File: config.mk
export PLATFORM = sky130hd
export DESIGN_NAME = decimal_integer_field_parser_flat
export DESIGN_NICKNAME = d
export VERILOG_FILES = /design/src/hw/rtl/dip_pkg.sv /design/src/hw/rtl/dip_char_if.sv /design/src/hw/rtl/dip_result_if.sv /design/src/hw/rtl/decimal_integer_field_parser.sv /design/src/flat_wrapper.sv
export SDC_FILE = /design/constraint.sdc
export NUM_CORES = 1
export LEC_CHECK = 0
export BUFFER_PORTS_ARGS = -buffer_cell sky130_fd_sc_hd__buf_2
export CORE_MARGIN = 10
export CORE_UTILIZATION = 39
export DETAILED_ROUTE_END_ITERATION = 8
export GPL_TIMING_DRIVEN = 0
export PLACE_DENSITY = 0.63
export SYNTH_ARGS = -nofsm -noshare
export SYNTH_HDL_FRONTEND = slang
export SYNTH_SLANG_ARGS = --single-unit
File: constraint.sdc
create_clock -name clk -period 4.77 [get_ports clk]
set_input_delay 0.954 -clock clk [delete_from_list [all_inputs] [get_ports clk]]
set_output_delay 0.954 -clock clk [all_outputs]
set_load 0.1 [all_outputs]
File: src/hw/rtl/dip_pkg.sv
// ============================================================================
// dip_pkg
// Shared widths, register indexes and parse phases of the decimal integer
// field parser.
// ============================================================================
`default_nettype none

package dip_pkg;

    // Width of the parsed integer type (signed or unsigned per mode).
    localparam int VALUE_BITS = 32;

    // Magnitude holds 0 .. 2^VALUE_BITS; the top value marks saturation.
    localparam int MAG_BITS  = VALUE_BITS + 1;
    // Room for magnitude * 10 + 9.
    localparam int WIDE_BITS = MAG_BITS + 4;
    // Signed compare width: covers the negated magnitude and the 33-bit bounds.
    localparam int CMP_BITS  = (VALUE_BITS + 2 > 34) ? VALUE_BITS + 2 : 34;

    // Bounds and result number are 33-bit two's complement.
    localparam int NUM_BITS  = 33;
    localparam int CFG_BITS  = 33;
    localparam int IDX_BITS  = 2;
    localparam int CHAR_BITS = 8;

    // Configuration register indexes.
    localparam logic [IDX_BITS-1:0] REG_UNSIGNED_MODE = 2'd0;
    localparam logic [IDX_BITS-1:0] REG_MINIMUM_VALUE = 2'd1;
    localparam logic [IDX_BITS-1:0] REG_MAXIMUM_VALUE = 2'd2;

    // Register reset values.
    localparam logic [CFG_BITS-1:0] MINIMUM_RESET = 33'h1_8000_0000;
    localparam logic [CFG_BITS-1:0] MAXIMUM_RESET = 33'h0_7FFF_FFFF;

    // Characters of interest.
    localparam logic [CHAR_BITS-1:0] CH_NUL   = 8'h00;
    localparam logic [CHAR_BITS-1:0] CH_TAB   = 8'h09;
    localparam logic [CHAR_BITS-1:0] CH_CR    = 8'h0D;
    localparam logic [CHAR_BITS-1:0] CH_SPACE = 8'h20;
    localparam logic [CHAR_BITS-1:0] CH_PLUS  = 8'h2B;
    localparam logic [CHAR_BITS-1:0] CH_MINUS = 8'h2D;
    localparam logic [CHAR_BITS-1:0] CH_ZERO  = 8'h30;
    localparam logic [CHAR_BITS-1:0] CH_NINE  = 8'h39;

    typedef enum logic [2:0] {
        PH_LEAD  = 3'd0,
        PH_SIGN  = 3'd1,
        PH_DIGIT = 3'd2,
        PH_TRAIL = 3'd3,
        PH_ERROR = 3'd4
    } phase_t;

endpackage

`default_nettype wire

File: src/hw/rtl/dip_char_if.sv
// ============================================================================
// dip_char_if
// Character channel: one string byte per transfer.
// ============================================================================
`default_nettype none

interface dip_char_if;
    logic                           valid;
    logic                           ready;
    logic [dip_pkg::CHAR_BITS-1:0]  character;

    modport source (output valid, output character, input ready);
    modport sink   (input valid, input character, output ready);
endinterface

`default_nettype wire

File: src/hw/rtl/dip_result_if.sv
// ============================================================================
// dip_result_if
// Result channel: accept flag and parsed number, one transfer per string.
// ============================================================================
`default_nettype none

interface dip_result_if;
    logic                                 valid;
    logic                                 ready;
    logic                                 accepted;
    logic signed [dip_pkg::NUM_BITS-1:0]  number;

    modport source (output valid, output accepted, output number, input ready);
    modport sink   (input valid, input accepted, input number, output ready);
endinterface

`default_nettype wire

File: src/hw/rtl/decimal_integer_field_parser.sv
// ============================================================================
// decimal_integer_field_parser
// Streams an ASCII decimal string one byte at a time and reports, on the
// terminating NUL, whether it is a valid in-range integer and its value.
// ============================================================================
//
// Channel   Dir  Payload                  Transfer
// chars     in   character[7:0]           one byte of the string
// results   out  accepted, number[32:0]   one per NUL byte
// cfg       in   cfg_index[1:0], cfg_data write when cfg_write is high
//
// Input takes one byte per cycle whenever the result register is empty
// or being drained. Each byte updates the phase/sign/magnitude registers
// in the cycle it is transferred; a NUL also loads the result register,
// which presents the result the next cycle. Reset returns the parser to
// the leading whitespace phase and restores the default bounds and mode.
// ============================================================================
`default_nettype none

module decimal_integer_field_parser (
    input  wire logic                           clk,
    input  wire logic                           rst_n,
    dip_char_if.sink                            chars,
    dip_result_if.source                        results,
    input  wire logic                           cfg_write,
    input  wire logic [dip_pkg::IDX_BITS-1:0]   cfg_index,
    input  wire logic [dip_pkg::CFG_BITS-1:0]   cfg_data
);

    localparam int VB   = dip_pkg::VALUE_BITS;
    localparam int MB   = dip_pkg::MAG_BITS;
    localparam int WB   = dip_pkg::WIDE_BITS;
    localparam int CB   = dip_pkg::CMP_BITS;
    localparam int NB   = dip_pkg::NUM_BITS;

    localparam logic [MB-1:0] MAG_CAP  = {1'b1, {VB{1'b0}}};
    localparam logic [MB-1:0] MAG_HALF = {2'b01, {(VB-1){1'b0}}};
    localparam logic [WB-1:0] WIDE_CAP = {{(WB-MB){1'b0}}, MAG_CAP};

    // Configuration registers
    logic                          unsigned_mode_reg;
    logic [dip_pkg::CFG_BITS-1:0]  minimum_value_reg;
    logic [dip_pkg::CFG_BITS-1:0]  maximum_value_reg;

    // Parse state
    dip_pkg::phase_t  phase_reg, phase_next;
    logic             negative_reg, negative_next;
    logic [MB-1:0]    magnitude_reg, magnitude_next;

    // Result register
    logic             out_valid_reg;
    logic             accepted_reg, accepted_next;
    logic [NB-1:0]    number_reg, number_next;

    logic                          take;
    logic                          is_nul;
    logic                          is_ws;
    logic                          is_digit;
    logic [dip_pkg::CHAR_BITS-1:0] c;
    logic [WB-1:0]                 digit_ext;
    logic [WB-1:0]                 mag_wide;
    logic [WB-1:0]                 acc_wide;
    logic [MB-1:0]                 mag_added;

    logic                 syntax_ok;
    logic                 type_ok;
    logic                 bounds_ordered;
    logic                 in_bounds;
    logic signed [CB-1:0] mag_signed;
    logic signed [CB-1:0] value_signed;
    logic signed [CB-1:0] lo_signed;
    logic signed [CB-1:0] hi_signed;

    assign chars.ready   = !out_valid_reg || results.ready;
    assign take          = chars.valid && chars.ready;
    assign results.valid    = out_valid_reg;
    assign results.accepted = accepted_reg;
    assign results.number   = number_reg;

    assign c        = chars.character;
    assign is_nul   = (c == dip_pkg::CH_NUL);
    assign is_ws    = (c == dip_pkg::CH_SPACE) || ((c >= dip_pkg::CH_TAB) && (c <= dip_pkg::CH_CR));
    assign is_digit = (c >= dip_pkg::CH_ZERO) && (c <= dip_pkg::CH_NINE);

    // Multiply by ten as shift-and-add, then saturate at 2^VALUE_BITS.
    assign digit_ext = {{(WB-4){1'b0}}, 4'(c - dip_pkg::CH_ZERO)};
    assign mag_wide  = {{(WB-MB){1'b0}}, magnitude_reg};
    assign acc_wide  = (mag_wide << 3) + (mag_wide << 1) + digit_ext;
    assign mag_added = (acc_wide > WIDE_CAP) ? MAG_CAP : acc_wide[MB-1:0];

    // ------------------------------------------------------------------
    // Result evaluation from the state left by the bytes before the NUL
    // ------------------------------------------------------------------
    assign syntax_ok  = (phase_reg == dip_pkg::PH_DIGIT) || (phase_reg == dip_pkg::PH_TRAIL);
    assign mag_signed = {{(CB-MB){1'b0}}, magnitude_reg};
    assign value_signed = negative_reg ? -mag_signed : mag_signed;
    assign lo_signed  = {{(CB-NB){minimum_value_reg[NB-1]}}, minimum_value_reg};
    assign hi_signed  = {{(CB-NB){maximum_value_reg[NB-1]}}, maximum_value_reg};
    assign bounds_ordered = !(lo_signed > hi_signed);
    assign in_bounds  = !(value_signed < lo_signed) && !(value_signed > hi_signed);

    always_comb
    begin
        if (unsigned_mode_reg)
        begin
            type_ok = !negative_reg && (magnitude_reg < MAG_CAP);
        end
        else if (negative_reg)
        begin
            type_ok = (magnitude_reg <= MAG_HALF);
        end
        else
        begin
            type_ok = (magnitude_reg < MAG_HALF);
        end
    end

    always_comb
    begin
        accepted_next = syntax_ok && bounds_ordered && type_ok && in_bounds;
        number_next   = accepted_next ? value_signed[NB-1:0] : '0;
    end

    // ------------------------------------------------------------------
    // Phase machine: next state per byte
    // ------------------------------------------------------------------
    always_comb
    begin
        phase_next     = phase_reg;
        negative_next  = negative_reg;
        magnitude_next = magnitude_reg;
        if (take)
        begin
            if (is_nul)
            begin
                // Re-arm for the next string.
                phase_next     = dip_pkg::PH_LEAD;
                negative_next  = 1'b0;
                magnitude_next = '0;
            end
            else
            begin
                unique case (phase_reg)
                    dip_pkg::PH_LEAD:
                    begin
                        if (is_ws)
                        begin
                            phase_next = dip_pkg::PH_LEAD;
                        end
                        else if ((c == dip_pkg::CH_PLUS) || (c == dip_pkg::CH_MINUS))
                        begin
                            negative_next = (c == dip_pkg::CH_MINUS);
                            phase_next    = dip_pkg::PH_SIGN;
                        end
                        else if (is_digit)
                        begin
                            magnitude_next = mag_added;
                            phase_next     = dip_pkg::PH_DIGIT;
                        end
                        else
                        begin
                            phase_next = dip_pkg::PH_ERROR;
                        end
                    end
                    dip_pkg::PH_SIGN:
                    begin
                        if (is_digit)
                        begin
                            magnitude_next = mag_added;
                            phase_next     = dip_pkg::PH_DIGIT;
                        end
                        else
                        begin
                            phase_next = dip_pkg::PH_ERROR;
                        end
                    end
                    dip_pkg::PH_DIGIT:
                    begin
                        if (is_digit)
                        begin
                            magnitude_next = mag_added;
                        end
                        else if (is_ws)
                        begin
                            phase_next = dip_pkg::PH_TRAIL;
                        end
                        else
                        begin
                            phase_next = dip_pkg::PH_ERROR;
                        end
                    end
                    dip_pkg::PH_TRAIL:
                    begin
                        if (!is_ws)
                        begin
                            phase_next = dip_pkg::PH_ERROR;
                        end
                    end
                    default:
                    begin
                        phase_next = dip_pkg::PH_ERROR;
                    end
                endcase
            end
        end
    end

    always_ff @(posedge clk or negedge rst_n)
    begin
        if (!rst_n)
        begin
            phase_reg     <= dip_pkg::PH_LEAD;
            negative_reg  <= 1'b0;
            magnitude_reg <= '0;
        end
        else
        begin
            phase_reg     <= phase_next;
            negative_reg  <= negative_next;
            magnitude_reg <= magnitude_next;
        end
    end

    // Result register: load on a NUL transfer, drop when taken downstream.
    always_ff @(posedge clk or negedge rst_n)
    begin
        if (!rst_n)
        begin
            out_valid_reg <= 1'b0;
        end
        else if (take && is_nul)
        begin
            out_valid_reg <= 1'b1;
        end
        else if (results.ready)
        begin
            out_valid_reg <= 1'b0;
        end
    end

    always_ff @(posedge clk)
    begin
        if (take && is_nul)
        begin
            accepted_reg <= accepted_next;
            number_reg   <= number_next;
        end
    end

    // Configuration writes; an unknown index is ignored.
    always_ff @(posedge clk or negedge rst_n)
    begin
        if (!rst_n)
        begin
            unsigned_mode_reg <= 1'b0;
            minimum_value_reg <= dip_pkg::MINIMUM_RESET;
            maximum_value_reg <= dip_pkg::MAXIMUM_RESET;
        end
        else if (cfg_write)
        begin
            unique case (cfg_index)
                dip_pkg::REG_UNSIGNED_MODE: unsigned_mode_reg <= cfg_data[0];
                dip_pkg::REG_MINIMUM_VALUE: minimum_value_reg <= cfg_data;
                dip_pkg::REG_MAXIMUM_VALUE: maximum_value_reg <= cfg_data;
                default:
                begin
                end
            endcase
        end
    end

endmodule

`default_nettype wire

File: src/flat_wrapper.sv
// flat-port wrapper written by rule: the top's interface ports become plain ports
module decimal_integer_field_parser_flat 
  (clk, rst_n, cfg_write, cfg_index, cfg_data, chars_valid, chars_character, chars_ready, results_valid, results_accepted, results_number, results_ready);
  dip_char_if chars_i ();
  dip_result_if results_i ();
  input  wire logic clk;
  input  wire logic rst_n;
  input  wire logic cfg_write;
  input  wire logic [dip_pkg::IDX_BITS-1:0] cfg_index;
  input  wire logic [dip_pkg::CFG_BITS-1:0] cfg_data;
  input wire logic [$bits(chars_i.valid)-1:0] chars_valid;
  input wire logic [$bits(chars_i.character)-1:0] chars_character;
  output wire logic [$bits(chars_i.ready)-1:0] chars_ready;
  output wire logic [$bits(results_i.valid)-1:0] results_valid;
  output wire logic [$bits(results_i.accepted)-1:0] results_accepted;
  output wire logic [$bits(results_i.number)-1:0] results_number;
  input wire logic [$bits(results_i.ready)-1:0] results_ready;
  assign chars_i.valid = chars_valid;
  assign chars_i.character = chars_character;
  assign chars_ready = chars_i.ready;
  assign results_valid = results_i.valid;
  assign results_accepted = results_i.accepted;
  assign results_number = results_i.number;
  assign results_i.ready = results_ready;
  decimal_integer_field_parser u_core (.clk(clk), .rst_n(rst_n), .chars(chars_i), .results(results_i), .cfg_write(cfg_write), .cfg_index(cfg_index), .cfg_data(cfg_data));
endmodule
==> qor.csv <==
stage,metric,value,unit
run_status,outcome,"complete, but fails checks",
run_status,violations,setup timing,
worst_setup_path,start_kind,flip-flop,
final_layout,syn2layout_area_growth,22.2,%
clocking,numCtsBuffers,17,
detailed_routing,vias,8894,
worst_setup_path,crit_type,reg -> reg,
worst_setup_path,required,5.02,ns
power_and_ir_drop,power.internal,2.57,mW
final_layout,layout.nets,1455,
clocking,cts_root_buf,clkbuf_16,
timing,finalSetupViolCount,27,
die,die_area,0.0354,sq mm
timing,max_slew_margin,38.9,%
worst_setup_path,arrival,5.15,ns
synth,yosys.area.top_type,ha_1,
global_route,grt_antenna_before_repair,0,
synth,yosysUniqueCellTypes,74,
detailed_routing,met1Wirelength,13100,um
placed_design,dp_hpwl,22400,um
clocking,cts.sinks,139,
power_and_ir_drop,pwr-share-comb,24.5,%
synth,synthesis.nets,1304,
final_layout,antenna_cells,0,
detailed_routing,firstDrtPassIters,5,
final_layout,post-route-util,48.3,%
placed_design,dpl.cell_count,1552,
detailed_routing,antenna_left,0,
synth,synth_edf_count,34,
detailed_routing,routed-wl-met2,14300,um
timing,drv_slew,0,
worst_setup_path,critical_path.max_fanout,5,
power_and_ir_drop,swShare,30.8,%
power_and_ir_drop,finalPower,3.71,mW
timing,post-route-period-util,103,%
final_layout,fill_cells,2494,
power_and_ir_drop,power_density,276,mW/mm^2
hold_path,hold_path.class,reg -> reg,
placed_design,gp_congestion,0.863,
timing,tightestPinTransition,0.909,ns
power_and_ir_drop,vdd_drop_max,0.184,mV
power_and_ir_drop,p_sw,1.15,mW
timing,finalHoldViolCount,0,
synth,synth_top_area_share,18.9,%
synth,avgSynthCellArea,10.1,sq um
timing,finClkSkew,0.0134,ns
detailed_routing,wl_met3,1030,um
detailed_routing,drt_iter0_drc,483,
detailed_routing,route.detailed.drc,0,
synth,ys_seq_area_share,33.5,%
synth,synthArstFlopShare,75.5,%
detailed_routing,vias_per_cell,5.46,
clocking,cts_max_path_buffers,2,
synth,syn_area,0.0110,sq mm
detailed_routing,topRoutingLayerUsed,met4,
placed_design,dpl-instance-area,0.0120,sq mm
synth,yosys_warnings,0,
power_and_ir_drop,p_leak,6.70,nW
synth,ys.flop_type,dfrtp_1,
synth,ys_ff_latch,139,
synth,synth_area_leaders,"ha_1 (19%), dfrtp_1 (16%), edfxtp_1 (9.3%)",
global_route,track_usage,16.3,%
job,max_cap_violations,0,
timing,fmax,0.204,GHz
synth,synthCells,1088,
timing,rsz0062_at_grt,yes,
power_and_ir_drop,clockPowerShare,36.5,%
placed_design,io_buffers,83,
clocking,htree_levels,4,
die,rows,61,
clocking,clkTransAtPathRegs,0.07,ns
clocking,cts_hold_buffers,0,
die,io_pins,84,
final_layout,layout-drive-gt1-share,29.0,%
global_route,grt_overflow_total,0,
clocking,clock_latency,0.43,ns
die,fp.dieH,188,um
die,core,0.0279,sq mm
detailed_routing,wl_per_cell,17.9,um
final_layout,final_cells,1630,
final_layout,final_area,0.0135,sq mm
power_and_ir_drop,p_seq_share,38.9,%
worst_setup_path,end_kind,flip-flop,
die,start_util,39.6,%
global_route,grt_max_degree,56,
clocking,tritoncts,done,
timing,timing.final.ws_setup,-0.121,ns
die,die_w,188,um
detailed_routing,drt-total-wl,29100,um
timing,min_period,4.89,ns
global_route,grt_first_pass_wirelength,47500,um
global_route,grt_pass1_vias,9095,
## logic make-up (layout without fill, tap and decap cells)
family                     Yosys count  after routing  share of synthesized area, %
and+or+nand+nor                    270            270                          14.8
AOI/OAI and AO/OA                  269            269                          16.5
adders and majority gates          168            168                          19.2
DFF                                139            139                          33.5
buffers and inverters              114            278                          4.27
muxes                               69             69                          7.04
xor gates and xnor gates            59             59                          4.69
## layout by cell type, fill, tap and decap left out, types with 22 or more instances in the layout
cell / instances
a21o_1: 52
a21oi_1: 68
a32o_1: 22
buf_2: 85
buf_4: 36
clkbuf_1: 23
dfrtp_1: 62
dfstp_2: 33
edfxtp_1: 34
ha_1: 165
inv_1: 81
mux2_2: 68
nand2_1: 64
nand4_1: 28
nor2_1: 49
o21ai_0: 56
xnor2_1: 39
## layout make-up
| cell class | count | area, sq um | share of cell area, % |
|---|---|---|---|
| clock inverter | 14 | 153 | 1.13 |
| timing repair buffer | 134 | 1010 | 7.47 |
| buffer | 29 | 159 | 1.18 |
| multi-input combinational | 835 | 7210 | 53.5 |
| tap | 378 | 473 | 3.51 |
| sequential | 139 | 3700 | 27.5 |
| clock buffer | 18 | 450 | 3.34 |
| inverter | 83 | 314 | 2.33 |
## path summary, 6_finish.rpt
check                                        startpoint                            to  slack (ns)  cells past startpoint
setup / recovery                u_core.magnitude_reg[2]     u_core.results.number[21]       -0.12                     19
hold / removal             u_core.maximum_value_reg[31]  u_core.maximum_value_reg[31]        0.51                      1
setup reg to reg                u_core.magnitude_reg[2]     u_core.results.number[21]       -0.12                     19
min in group asynchronous                         rst_n           u_core.phase_reg[0]        0.56                      1
max in group asynchronous                         rst_n  u_core.maximum_value_reg[26]        3.43                      2
hold reg to reg            u_core.maximum_value_reg[31]  u_core.maximum_value_reg[31]        0.51                      1
## Yosys cell counts (3+ instances only)
master / number
a211oi_1: 9
nand2_1: 65
a31oi_1: 6
mux2_2: 68
edfxtp_1: 34
and3_1: 3
o31ai_1: 9
a21oi_1: 69
o21ai_0: 60
o21a_1: 4
or4_1: 5
nor2_1: 52
xnor2_1: 43
nand2b_1: 5
nor3b_1: 9
nand3_1: 13
xor2_1: 16
o41ai_1: 5
buf_6: 3
dfstp_2: 33
nor4_1: 5
a21o_1: 52
dfrtp_1: 72
clkbuf_1: 24
inv_1: 83
nor2b_1: 7
nand3b_1: 4
nor3b_2: 28
a32o_1: 22
nand4_1: 28
a32oi_1: 3
nor3_1: 23
o211ai_1: 4
ha_1: 166
## metrics by stage
step           hold slack, ns  setup TNS (ns)  worst slack (ns)
2_1_floorplan           0.479               0             0.128
3_3_place_gp            0.492          -33.21            -0.792
3_5_place_dp            0.500          -36.25            -0.789
4_1_cts                 0.513          -0.838           -0.0686
5_1_grt                 0.535           -6.56            -0.259
6_report                0.512           -1.73            -0.121
## power groups by stage
| stage | clock, mW | sequential [mW] | combinational (mW) |
|---|---|---|---|
| 2_1_floorplan | 0 | 1.43 | 0.565 |
| 3_3_place_gp | 0 | 1.46 | 0.738 |
| 3_5_place_dp | 0 | 1.46 | 0.765 |
| 4_1_cts | 1.37 | 1.44 | 0.858 |
| 5_1_grt | 1.43 | 1.46 | 1.03 |
| 6_report | 1.36 | 1.45 | 0.911 |
## metal layers
| layer | GRT usage [%] | vias to the layer above |
|---|---|---|
| met4 | 5.88 | 0 |
| met3 | 1.97 | 41 |
| met5 | 0 | - |
| met2 | 27.7 | 191 |
| met1 | 20.8 | 4288 |
| li1 | - | 4374 |
## worst max-delay path, stage by stage, from the launching register on
cell      delay [ns]
dfrtp_2         0.42
or3_4           0.38
or4_4           0.53
inv_4           0.09
nand3_4         0.07
or4_4           0.47
o31ai_4         0.24
xnor2_2         0.20
ha_1            0.30
a21o_1          0.16
a21o_1          0.17
a21o_1          0.17
a21o_1          0.15
a21o_1          0.16
a311oi_2        0.31
a21oi_1         0.11
nand4b_4        0.24
buf_12          0.18
buf_12          0.13
nor3b_4         0.23
## timing repair
| item | 4_1_cts | 5_1_grt |
|---|---|---|
| buffers inserted | 22 | 22 |
| pin swaps | 28 | 36 |
| gates resized for setup | 54 | 43 |
| gates cloned | 1 | 3 |
| setup endpoints to repair | 44 | 64 |
(Power assumes the default switching activity.)
